### src/hw/rtl/bbh_pkg.sv
package bbh_pkg;

	// Default configuration of the filter.
	localparam int DEF_WINDOW_LOG2  = 5;
	localparam int DEF_SAMPLE_WIDTH = 24;

	// Codes of the op field of an input word.
	typedef enum logic [0:0] {
		OP_FILTER = 1'b0,
		OP_CLEAR  = 1'b1
	} op_t;

endpackage

### src/hw/rtl/bbh_sample_if.sv
interface bbh_sample_if #(
	parameter int SAMPLE_WIDTH = bbh_pkg::DEF_SAMPLE_WIDTH
);
	logic                           valid;
	logic                           ready;
	logic                           op;
	logic signed [SAMPLE_WIDTH-1:0] sample;

	modport source (output valid, output op, output sample, input ready);
	modport sink (input valid, input op, input sample, output ready);
endinterface

### src/hw/rtl/bbh_result_if.sv
interface bbh_result_if #(
	parameter int SAMPLE_WIDTH = bbh_pkg::DEF_SAMPLE_WIDTH
);
	logic                         valid;
	logic                         ready;
	logic signed [SAMPLE_WIDTH:0] filtered;

	modport source (output valid, output filtered, input ready);
	modport sink (input valid, input filtered, output ready);
endinterface

### src/hw/rtl/boxcar_baseline_highpass.sv
// Path: an accepted word moves into the stage 1 registers, then the output register.
// Throughput: one word per cycle, set by the two-stage pipeline; both stages and the
// output register advance together whenever the output register is empty or drained.
// Reset (arst_n low, asynchronous) clears both delay lines, both running sums and all
// valid flags; a clear op empties lines and sums synchronously, returns a zero word.
module boxcar_baseline_highpass #(
	parameter int WINDOW_LOG2  = bbh_pkg::DEF_WINDOW_LOG2,
	parameter int SAMPLE_WIDTH = bbh_pkg::DEF_SAMPLE_WIDTH
) (
	input  logic         clk,
	input  logic         arst_n,
	bbh_sample_if.sink   sample_ch,
	bbh_result_if.source result_ch
);

	// The window holds 2^WINDOW_LOG2 samples. The running sums need WINDOW_LOG2
	// extra bits over a sample to stay exact.
	localparam int WIN_LEN = 1 << WINDOW_LOG2;
	localparam int SUM_W   = SAMPLE_WIDTH + WINDOW_LOG2;
	localparam int OUT_W   = SAMPLE_WIDTH + 1;

	// The whole pipeline moves as one: it advances whenever the output register
	// is empty or its word is being taken this cycle.
	logic advance;
	logic accept;
	logic out_valid_q;

	assign advance         = !out_valid_q || result_ch.ready;
	assign sample_ch.ready = advance;
	assign accept          = sample_ch.valid && advance;

	// Stage 1: the sample delay line and the first running sum. The delay line
	// holds the previous WIN_LEN samples; its last tap is the sample that leaves
	// the window now, which is also the delayed sample for the output.
	logic signed [SAMPLE_WIDTH-1:0] sample_line_q [WIN_LEN];
	logic signed [SUM_W-1:0]        first_sum_q;
	logic signed [SUM_W-1:0]        first_sum_next;
	logic signed [SAMPLE_WIDTH-1:0] delayed_s1;
	logic                           valid_s1;
	logic                           clear_s1;
	logic                           op_clear;

	assign op_clear = (sample_ch.op == bbh_pkg::OP_CLEAR);

	// Modular arithmetic at SUM_W bits is exact because the true sum always fits.
	assign first_sum_next = first_sum_q
		+ SUM_W'(sample_ch.sample)
		- SUM_W'(sample_line_q[WIN_LEN-1]);

	always_ff @(posedge clk or negedge arst_n) begin
		if (!arst_n) begin
			for (int i = 0; i < WIN_LEN; i++) begin
				sample_line_q[i] <= '0;
			end
			first_sum_q <= '0;
		end else if (accept) begin
			if (op_clear) begin
				for (int i = 0; i < WIN_LEN; i++) begin
					sample_line_q[i] <= '0;
				end
				first_sum_q <= '0;
			end else begin
				sample_line_q[0] <= sample_ch.sample;
				for (int i = 1; i < WIN_LEN; i++) begin
					sample_line_q[i] <= sample_line_q[i-1];
				end
				first_sum_q <= first_sum_next;
			end
		end
	end

	always_ff @(posedge clk or negedge arst_n) begin
		if (!arst_n) begin
			valid_s1 <= 1'b0;
			clear_s1 <= 1'b0;
		end else if (advance) begin
			valid_s1 <= sample_ch.valid;
			clear_s1 <= op_clear;
		end
	end

	always_ff @(posedge clk) begin
		if (accept) begin
			delayed_s1 <= sample_line_q[WIN_LEN-1];
		end
	end

	// Stage 2: the first mean is the floor of the registered sum over the window,
	// an arithmetic right shift. It enters the second delay line and running sum,
	// and the twice-smoothed mean is subtracted from the delayed sample.
	logic signed [SAMPLE_WIDTH-1:0] mean_line_q [WIN_LEN];
	logic signed [SUM_W-1:0]        second_sum_q;
	logic signed [SUM_W-1:0]        second_sum_next;
	logic signed [SUM_W-1:0]        first_mean_full;
	logic signed [SAMPLE_WIDTH-1:0] first_mean;
	logic signed [SUM_W-1:0]        second_mean_full;
	logic signed [SAMPLE_WIDTH-1:0] second_mean;
	logic signed [OUT_W-1:0]        difference;
	logic signed [OUT_W-1:0]        filtered_q;
	logic                           take_s1;

	assign take_s1          = valid_s1 && advance;
	assign first_mean_full  = first_sum_q >>> WINDOW_LOG2;
	assign first_mean       = first_mean_full[SAMPLE_WIDTH-1:0];
	assign second_sum_next  = second_sum_q
		+ SUM_W'(first_mean)
		- SUM_W'(mean_line_q[WIN_LEN-1]);
	assign second_mean_full = second_sum_next >>> WINDOW_LOG2;
	assign second_mean      = second_mean_full[SAMPLE_WIDTH-1:0];
	assign difference       = OUT_W'(delayed_s1) - OUT_W'(second_mean);

	always_ff @(posedge clk or negedge arst_n) begin
		if (!arst_n) begin
			for (int i = 0; i < WIN_LEN; i++) begin
				mean_line_q[i] <= '0;
			end
			second_sum_q <= '0;
		end else if (take_s1) begin
			if (clear_s1) begin
				for (int i = 0; i < WIN_LEN; i++) begin
					mean_line_q[i] <= '0;
				end
				second_sum_q <= '0;
			end else begin
				mean_line_q[0] <= first_mean;
				for (int i = 1; i < WIN_LEN; i++) begin
					mean_line_q[i] <= mean_line_q[i-1];
				end
				second_sum_q <= second_sum_next;
			end
		end
	end

	// Output register: it holds its word until the sink takes it.
	always_ff @(posedge clk or negedge arst_n) begin
		if (!arst_n) begin
			out_valid_q <= 1'b0;
		end else if (advance) begin
			out_valid_q <= valid_s1;
		end
	end

	always_ff @(posedge clk) begin
		if (take_s1) begin
			filtered_q <= clear_s1 ? '0 : difference;
		end
	end

	assign result_ch.valid    = out_valid_q;
	assign result_ch.filtered = filtered_q;

	// A clear word leaves a zero result behind it.
	assert property (@(posedge clk) disable iff (!arst_n)
		take_s1 && clear_s1 |=> out_valid_q && filtered_q == '0)
		else $error("clear word did not give a zero result");

	// A clear accepted at stage 1 empties the first running sum.
	assert property (@(posedge clk) disable iff (!arst_n)
		accept && op_clear |=> first_sum_q == '0)
		else $error("first running sum not cleared");

	// While the output is stalled, a word in stage 1 stays there.
	assert property (@(posedge clk) disable iff (!arst_n)
		valid_s1 && !advance |=> valid_s1 && $stable(delayed_s1) && $stable(first_sum_q))
		else $error("stage 1 word lost during a stall");

	// Every word that leaves stage 1 shows up in the output register.
	assert property (@(posedge clk) disable iff (!arst_n)
		take_s1 |=> out_valid_q)
		else $error("stage 1 word did not reach the output register");

endmodule

### src/flat_wrapper.sv
// flat-port wrapper written by rule: the top's interface ports become plain ports
module boxcar_baseline_highpass_flat 
#(
	parameter int WINDOW_LOG2  = bbh_pkg::DEF_WINDOW_LOG2,
	parameter int SAMPLE_WIDTH = bbh_pkg::DEF_SAMPLE_WIDTH
)
  (clk, arst_n, sample_ch_valid, sample_ch_op, sample_ch_sample, sample_ch_ready, result_ch_valid, result_ch_filtered, result_ch_ready);
  bbh_sample_if #(.SAMPLE_WIDTH(SAMPLE_WIDTH)) sample_ch_i ();
  bbh_result_if #(.SAMPLE_WIDTH(SAMPLE_WIDTH)) result_ch_i ();
  input  logic clk;
  input  logic arst_n;
  input wire logic [$bits(sample_ch_i.valid)-1:0] sample_ch_valid;
  input wire logic [$bits(sample_ch_i.op)-1:0] sample_ch_op;
  input wire logic [$bits(sample_ch_i.sample)-1:0] sample_ch_sample;
  output wire logic [$bits(sample_ch_i.ready)-1:0] sample_ch_ready;
  output wire logic [$bits(result_ch_i.valid)-1:0] result_ch_valid;
  output wire logic [$bits(result_ch_i.filtered)-1:0] result_ch_filtered;
  input wire logic [$bits(result_ch_i.ready)-1:0] result_ch_ready;
  assign sample_ch_i.valid = sample_ch_valid;
  assign sample_ch_i.op = sample_ch_op;
  assign sample_ch_i.sample = sample_ch_sample;
  assign sample_ch_ready = sample_ch_i.ready;
  assign result_ch_valid = result_ch_i.valid;
  assign result_ch_filtered = result_ch_i.filtered;
  assign result_ch_i.ready = result_ch_ready;
  boxcar_baseline_highpass #(.WINDOW_LOG2(WINDOW_LOG2), .SAMPLE_WIDTH(SAMPLE_WIDTH)) u_core (.clk(clk), .arst_n(arst_n), .sample_ch(sample_ch_i), .result_ch(result_ch_i));
endmodule
### config.mk
export PLATFORM = sky130hd
export DESIGN_NAME = boxcar_baseline_highpass_flat
export DESIGN_NICKNAME = d
export VERILOG_FILES = /design/src/hw/rtl/bbh_pkg.sv /design/src/hw/rtl/bbh_sample_if.sv /design/src/hw/rtl/bbh_result_if.sv /design/src/hw/rtl/boxcar_baseline_highpass.sv /design/src/flat_wrapper.sv
export SDC_FILE = /design/constraint.sdc
export NUM_CORES = 2
export LEC_CHECK = 0
export BUFFER_PORTS_ARGS = -buffer_cell sky130_fd_sc_hd__buf_2
export CORE_MARGIN = 8
export CORE_UTILIZATION = 43
export CTS_BUF_LIST = sky130_fd_sc_hd__clkbuf_8
export CTS_CLUSTER_SIZE = 14
export DETAILED_ROUTE_END_ITERATION = 10
export PLACE_DENSITY_LB_ADDON = 0.1
export SYNTH_ARGS = -nofsm -noshare
export SYNTH_HDL_FRONTEND = slang
export SYNTH_SLANG_ARGS = --single-unit
### constraint.sdc
create_clock -name clk -period 5.38 [get_ports clk]
set_clock_uncertainty 0.1 [all_clocks]
set_input_delay 1.076 -clock clk [delete_from_list [all_inputs] [get_ports clk]]
set_output_delay 1.076 -clock clk [all_outputs]
set_load 0.03 [all_outputs]
Word-level counts from Yosys, hierarchy flattened
Cells that the tools add are included.

storage, ports and cells
  word-level logic and storage cells = 84
  flip-flop bits (word level) = 1646

operators by class
  $add $sub $neg = 5
  reduce and logical (&&, ||, !) cells = 4
  multiplexer cells = 4

operators by type and width
  kind                                            number
  768-bit two-way mux                             2
  29-bit by 24-bit adder with 29-bit output       2
  29-bit two-way mux                              2
  29-bit by 24-bit subtractor with 29-bit output  2
  24-bit by 24-bit subtractor with 25-bit output  1
  1-bit logical AND                               2
  1-bit logical NOT                               1
  1-bit logical OR                                1

Longest topological paths before layout
  depth after elaboration = 3
  depth in mapped cells = 23

Worst setup path before layout
Ideal clock, no wire load.

  path type = flip-flop to flip-flop
  from = register u_core.second_sum_q[4]
  to = register u_core.filtered_q[23], in the netlist u_core.result_ch.filtered[23], data pin
  path slack = 0.635 ns
  arrival = 4.380 ns
  stages on the path, launching flop included = 20
  cell sequence = dfrtp_1 inv_1 fa_1 inv_1 ha_1 o21a_1 o21a_1 o22a_1 a21o_1 a21oi_1 xor2_1 ha_1 a2111oi_0 nand2_1 a22o_1 o41ai_2 o31ai_1 a211oi_1 xnor2_1 nor2_1

on the way
  word-level cells in the longest chain between the ends = 3

ends and longest elaborated chain
  item                                            RTL line                         source
  start: declaration                              boxcar_baseline_highpass.sv:92   logic signed [SUM_W-1:0] second_sum_q;
  start signal: assignment                        boxcar_baseline_highpass.sv:129  second_sum_q <= second_sum_next;
  29-bit by 24-bit adder with 29-bit output       boxcar_baseline_highpass.sv:106  + SUM_W'(first_mean)
  29-bit by 24-bit subtractor with 29-bit output  boxcar_baseline_highpass.sv:107  - SUM_W'(mean_line_q[WIN_LEN-1]);
  24-bit by 24-bit subtractor with 25-bit output  boxcar_baseline_highpass.sv:110  assign difference = OUT_W'(delayed_s1) - OUT_W'(second_mean);
  end signal: assignment                          boxcar_baseline_highpass.sv:145  filtered_q <= clear_s1 ? '0 : difference;
  end: declaration                                boxcar_baseline_highpass.sv:99   logic signed [OUT_W-1:0] filtered_q;

No other way between the ends.
A chain may end at the register's enable or synchronous reset.

Worst setup path after layout
  from = register u_core.first_sum_q[6]
  to = register u_core.filtered_q[23], in the netlist u_core.result_ch.filtered[23], data pin

on the way
  word-level cells in the longest chain between the ends = 3

ends and longest elaborated chain
  item                                            RTL line                         source
  start: declaration                              boxcar_baseline_highpass.sv:36   logic signed [SUM_W-1:0] first_sum_q;
  start signal: assignment                        boxcar_baseline_highpass.sv:67   first_sum_q <= first_sum_next;
  29-bit by 24-bit adder with 29-bit output       boxcar_baseline_highpass.sv:106
  29-bit by 24-bit subtractor with 29-bit output  boxcar_baseline_highpass.sv:107
  24-bit by 24-bit subtractor with 25-bit output  boxcar_baseline_highpass.sv:110

No other way between the ends.

==> results.txt <==
The run finished with clean final reports. The final cycle utilization of the critical path came out at 96.1%. In the final routed layout, each cell accounts on average for 15.2 microns. The critical path goes through inv_1, fa_1, inv_1, ha_1, a211oi_2, nor2_1, o22a_2, o21bai_2, a211oi_1, buf_4, o211ai_1, a211oi_1, nor3_1, or2_2, ha_1, a21oi_1, o21ai_0, a21oi_1, nor2b_1, a211oi_1, xnor2_1, nor2_1. Yosys mapped a number of flops with a built-in enable equal to 49. The post-synthesis sequential element count is 1646.

The highest net fanout along the worst path came out at 5. The die is 422 microns wide. The detailed router's first-iteration violation count came out at 4285. The pre-antenna-repair detailed-routing pass consisted of 7 iterations. After clock tree synthesis, the clock-pin slew on the worst setup and hold paths is 0.06 ns. The arrival time reported for the critical path endpoint came out at 5.76 ns. Counting every net in the synthesized netlist gives 7809. The start-to-end type of the worst setup path is register to register. In the post-synthesis netlist, the biggest area contributors are sky130_fd_sc_hd__dfrtp_1 (56%), sky130_fd_sc_hd__nand2_1 (16%), sky130_fd_sc_hd__nand3b_1 (7.9%), sky130_fd_sc_hd__o21ai_0 (5.3%), sky130_fd_sc_hd__clkbuf_1 (2.7%). The first-pass GRT wire length is 258000 microns. The latest clock arrival within the worst-skew pair is 0.99 ns.

The worst path buffer plus inverter count came out at 3. Power spread over the standard cell area amounts to 480 nW/um^2. The sum of net half-perimeters after detailed placement came out at 85600 microns. In the layout the commonest cells are sky130_fd_sc_hd__nand2_1 (3074), sky130_fd_sc_hd__dfrtp_1 (1596), sky130_fd_sc_hd__o21ai_0 (753).

Counting distinct cell types in the post-synthesis netlist gives 64. The global-route usage over all layers is 16.9%. Among all stages on the critical path, the largest delay is contributed by sky130_fd_sc_hd__fa_1. The number of max-slew violations in the final report came out at 0. The cell that appears most often on the critical path is sky130_fd_sc_hd__a211oi_1.

The cell count after synthesis came out at 7640. The number of primary I/O pins is 56. The weighted congestion at the end of routability-driven global placement came out at 0.855. The worst endpoint required time came out at 5.97 ns. The post-layout utilization of the core came out at 48.1%.

The routed layout has 49794 vias. The average cell area after synthesis came out at 9.27 sq um. The sequential element share of the synthesized area came out at 58.5%. The number of H-tree branching levels came out at 5.

The remaining global-route overflow is 0. The most common cell after layout, fill and taps aside is sky130_fd_sc_hd__nand2_1. The final critical delay including setup and external delays is 5.17 ns.

The number of maximum-capacitance violations is 0. The transition at the pin with the smallest max-transition slack came out at 1.15 ns. The number of sinks driven by the clock tree is 1646.

The synthesis warning total is 0. The async set or reset register ratio after synthesis is 97.0%. The number of vias per cell is 4.99. The biggest area consumer among synthesized cells is sky130_fd_sc_hd__dfrtp_1. On the worst path, the slowest cell contributes a delay of 0.53 ns. The final setup violation count came out at 0. The most used flip-flop cell after synthesis is sky130_fd_sc_hd__dfrtp_1.

The overall routed net length is 151000 microns. Setup total negative slack on the finished layout was measured at 0 ns. Buffers inserted during clock tree synthesis total 302. For this run, the top clock speed supported by timing is 193 MHz. The final instance area came out at 79100 sq um. In this run the standard cell core region covers 164000 sq um. In this run the core area contains 149 standard-cell rows. The DRC violation count after routing is 0.

The initial core utilization is 43.1%. The hold violation total from the final report is 0. The remaining antenna violation count after routing is 0. The die span in y is 422 microns. The via count of the first global-routing pass is 49874.

The TritonCTS clock tree is yes. The floorplan step defined a die boundary enclosing 178000 sq um. The share of final-layout standard cells stronger than drive strength 1 came out at 7.89%.

The overall power of the completed layout came out at 37.9 mW. The net count of the finished layout is 7741. The kind of cell with the highest combined delay along the critical path is compound AO/OA/AOI/OAI gates. The number of buffers added on ports is 55. The worst max-slew margin expressed relative to the limit came out at 23.5%. The peak ir drop on the vdd network came out at 914 uV.

Before CTS, the worst setup slack after placement is 0.178 ns. The clock tree root driver cell is sky130_fd_sc_hd__clkbuf_8. Relative to the synthesized area, the layout overhead comes to 11.6%. The worst setup path is launched from a register. The worst setup path is captured at a register. Summed over all cells, the static leakage comes to 38.8 nW.

Summing every instance area after synthesis gives 70800 sq um. The buffer depth of the longest clock path came out at 4. The share of synthesized area in the top cell type comes to 56.4%. Setup slack closes at 0.209 ns.

The layout filler cell count is 15854. The pin count of the biggest net entering global routing is 291. Summing all placed instances gives a cell area of 73100 sq um.

The kind of path behind the tightest hold check is input port to register. The initial antenna violation count came to 1.
## worst paths after layout
kind | from | to | slack, ns | cells after the start
setup / recovery | u_core.first_sum_q[6] | u_core.result_ch.filtered[23] | 0.21 | 22
hold / removal | sample_ch_sample[0] | u_core.sample_line_q[744] | 0.30 | 3
setup reg to reg | u_core.first_sum_q[6] | u_core.result_ch.filtered[23] | 0.21 | 22
hold reg to reg | u_core.mean_line_q[408] | u_core.mean_line_q[408] | 0.36 | 2
max in group asynchronous | arst_n | u_core.mean_line_q[251] | 3.17 | 3
min in group asynchronous | arst_n | u_core.mean_line_q[383] | 0.59 | 2
## Yosys cell counts (42+ instances only)
library cell               number
sky130_fd_sc_hd__o21ai_0      753
sky130_fd_sc_hd__a21oi_1       72
sky130_fd_sc_hd__dfrtp_1     1597
sky130_fd_sc_hd__nand2_1     3076
sky130_fd_sc_hd__inv_1        207
sky130_fd_sc_hd__edfxtp_1      49
sky130_fd_sc_hd__nand3_1       44
sky130_fd_sc_hd__nor2_1        62
sky130_fd_sc_hd__nand3b_1     746
sky130_fd_sc_hd__o31ai_1       53
sky130_fd_sc_hd__ha_1          83
sky130_fd_sc_hd__clkbuf_1     517
sky130_fd_sc_hd__fa_1          57
sky130_fd_sc_hd__o22ai_1       42
## final cells by class
class	instances	area, sq um	area share [%]
Multi-Input combinational cell	5251	26700	33.8
Tap cell	2189	2740	3.46
Clock inverter	121	527	0.666
Timing Repair Buffer	161	1500	1.90
Antenna cell	1	2.50	0.00316
Inverter	210	803	1.02
Clock buffer	390	5370	6.79
Sequential cell	1646	41400	52.4
## metal layers
layer	vias to the layer above	global-route usage [%]	share of wire, %
met1	24223	23.6	47
li1	24587	-	-
met3	356	3.00	3.3
met2	628	26.3	46
met5	-	0	0
met4	0	6.59	3.6
## registers in the layout, indices dropped and copies added, names as in the netlist
signal	cells
u_core.mean_line_q	768
u_core.sample_line_q	768
u_core.first_sum_q	29
u_core.second_sum_q	29
u_core.result_ch.filtered	25
u_core.delayed_s1	24
u_core.clear_s1	1
u_core.result_ch.valid	1
u_core.valid_s1	1
## kinds of logic (layout without fill, tap and decap cells)
family	Yosys count	count (layout)	synth area share [%]
buffers and inverters	743	882	3.94
multiplexers	2	2	0.0300
other	0	1	0
flip-flops	1646	1646	58.5
AO/OA/AOI/OAI	1043	1043	8.13
adder cells (fa/ha/maj)	140	140	3.08
XOR/XNOR	74	74	0.915
AND/OR/NAND/NOR	3992	3992	25.4
## timing repair
action,4_1_cts,5_1_grt
hold endpoints to repair,12,0
gates resized for setup,0,16
endpoints found under the setup margin,0,9
hold buffers,1,0
setup buffers,0,2
## worst min-delay path, cell delays in order
cell,delay [ns]
sky130_fd_sc_hd__buf_2,0.12
sky130_fd_sc_hd__nand2_1,0.06
sky130_fd_sc_hd__o21ai_0,0.06
## stage by stage
| stage | hold slack, ns | instances |
|---|---|---|
| floorplan | 0.336 | 7640 |
| global placement | 0.349 | 9454 |
| detailed placement | 0.356 | 9454 |
| CTS | 0.192 | 9966 |
| global route | 0.236 | 9969 |
| finish | 0.295 | 9969 |
## where the power goes
| group | switching (mW) | internal (mW) | total [mW] |
|---|---|---|---|
| combinational | 7.95 | 4.97 | 12.9 |
| sequential | 0.277 | 13.1 | 13.4 |
| clock | 5.11 | 6.49 | 11.6 |
| total | 13.3 | 24.6 | 37.9 |
Power figures use the tool's default switching activity.
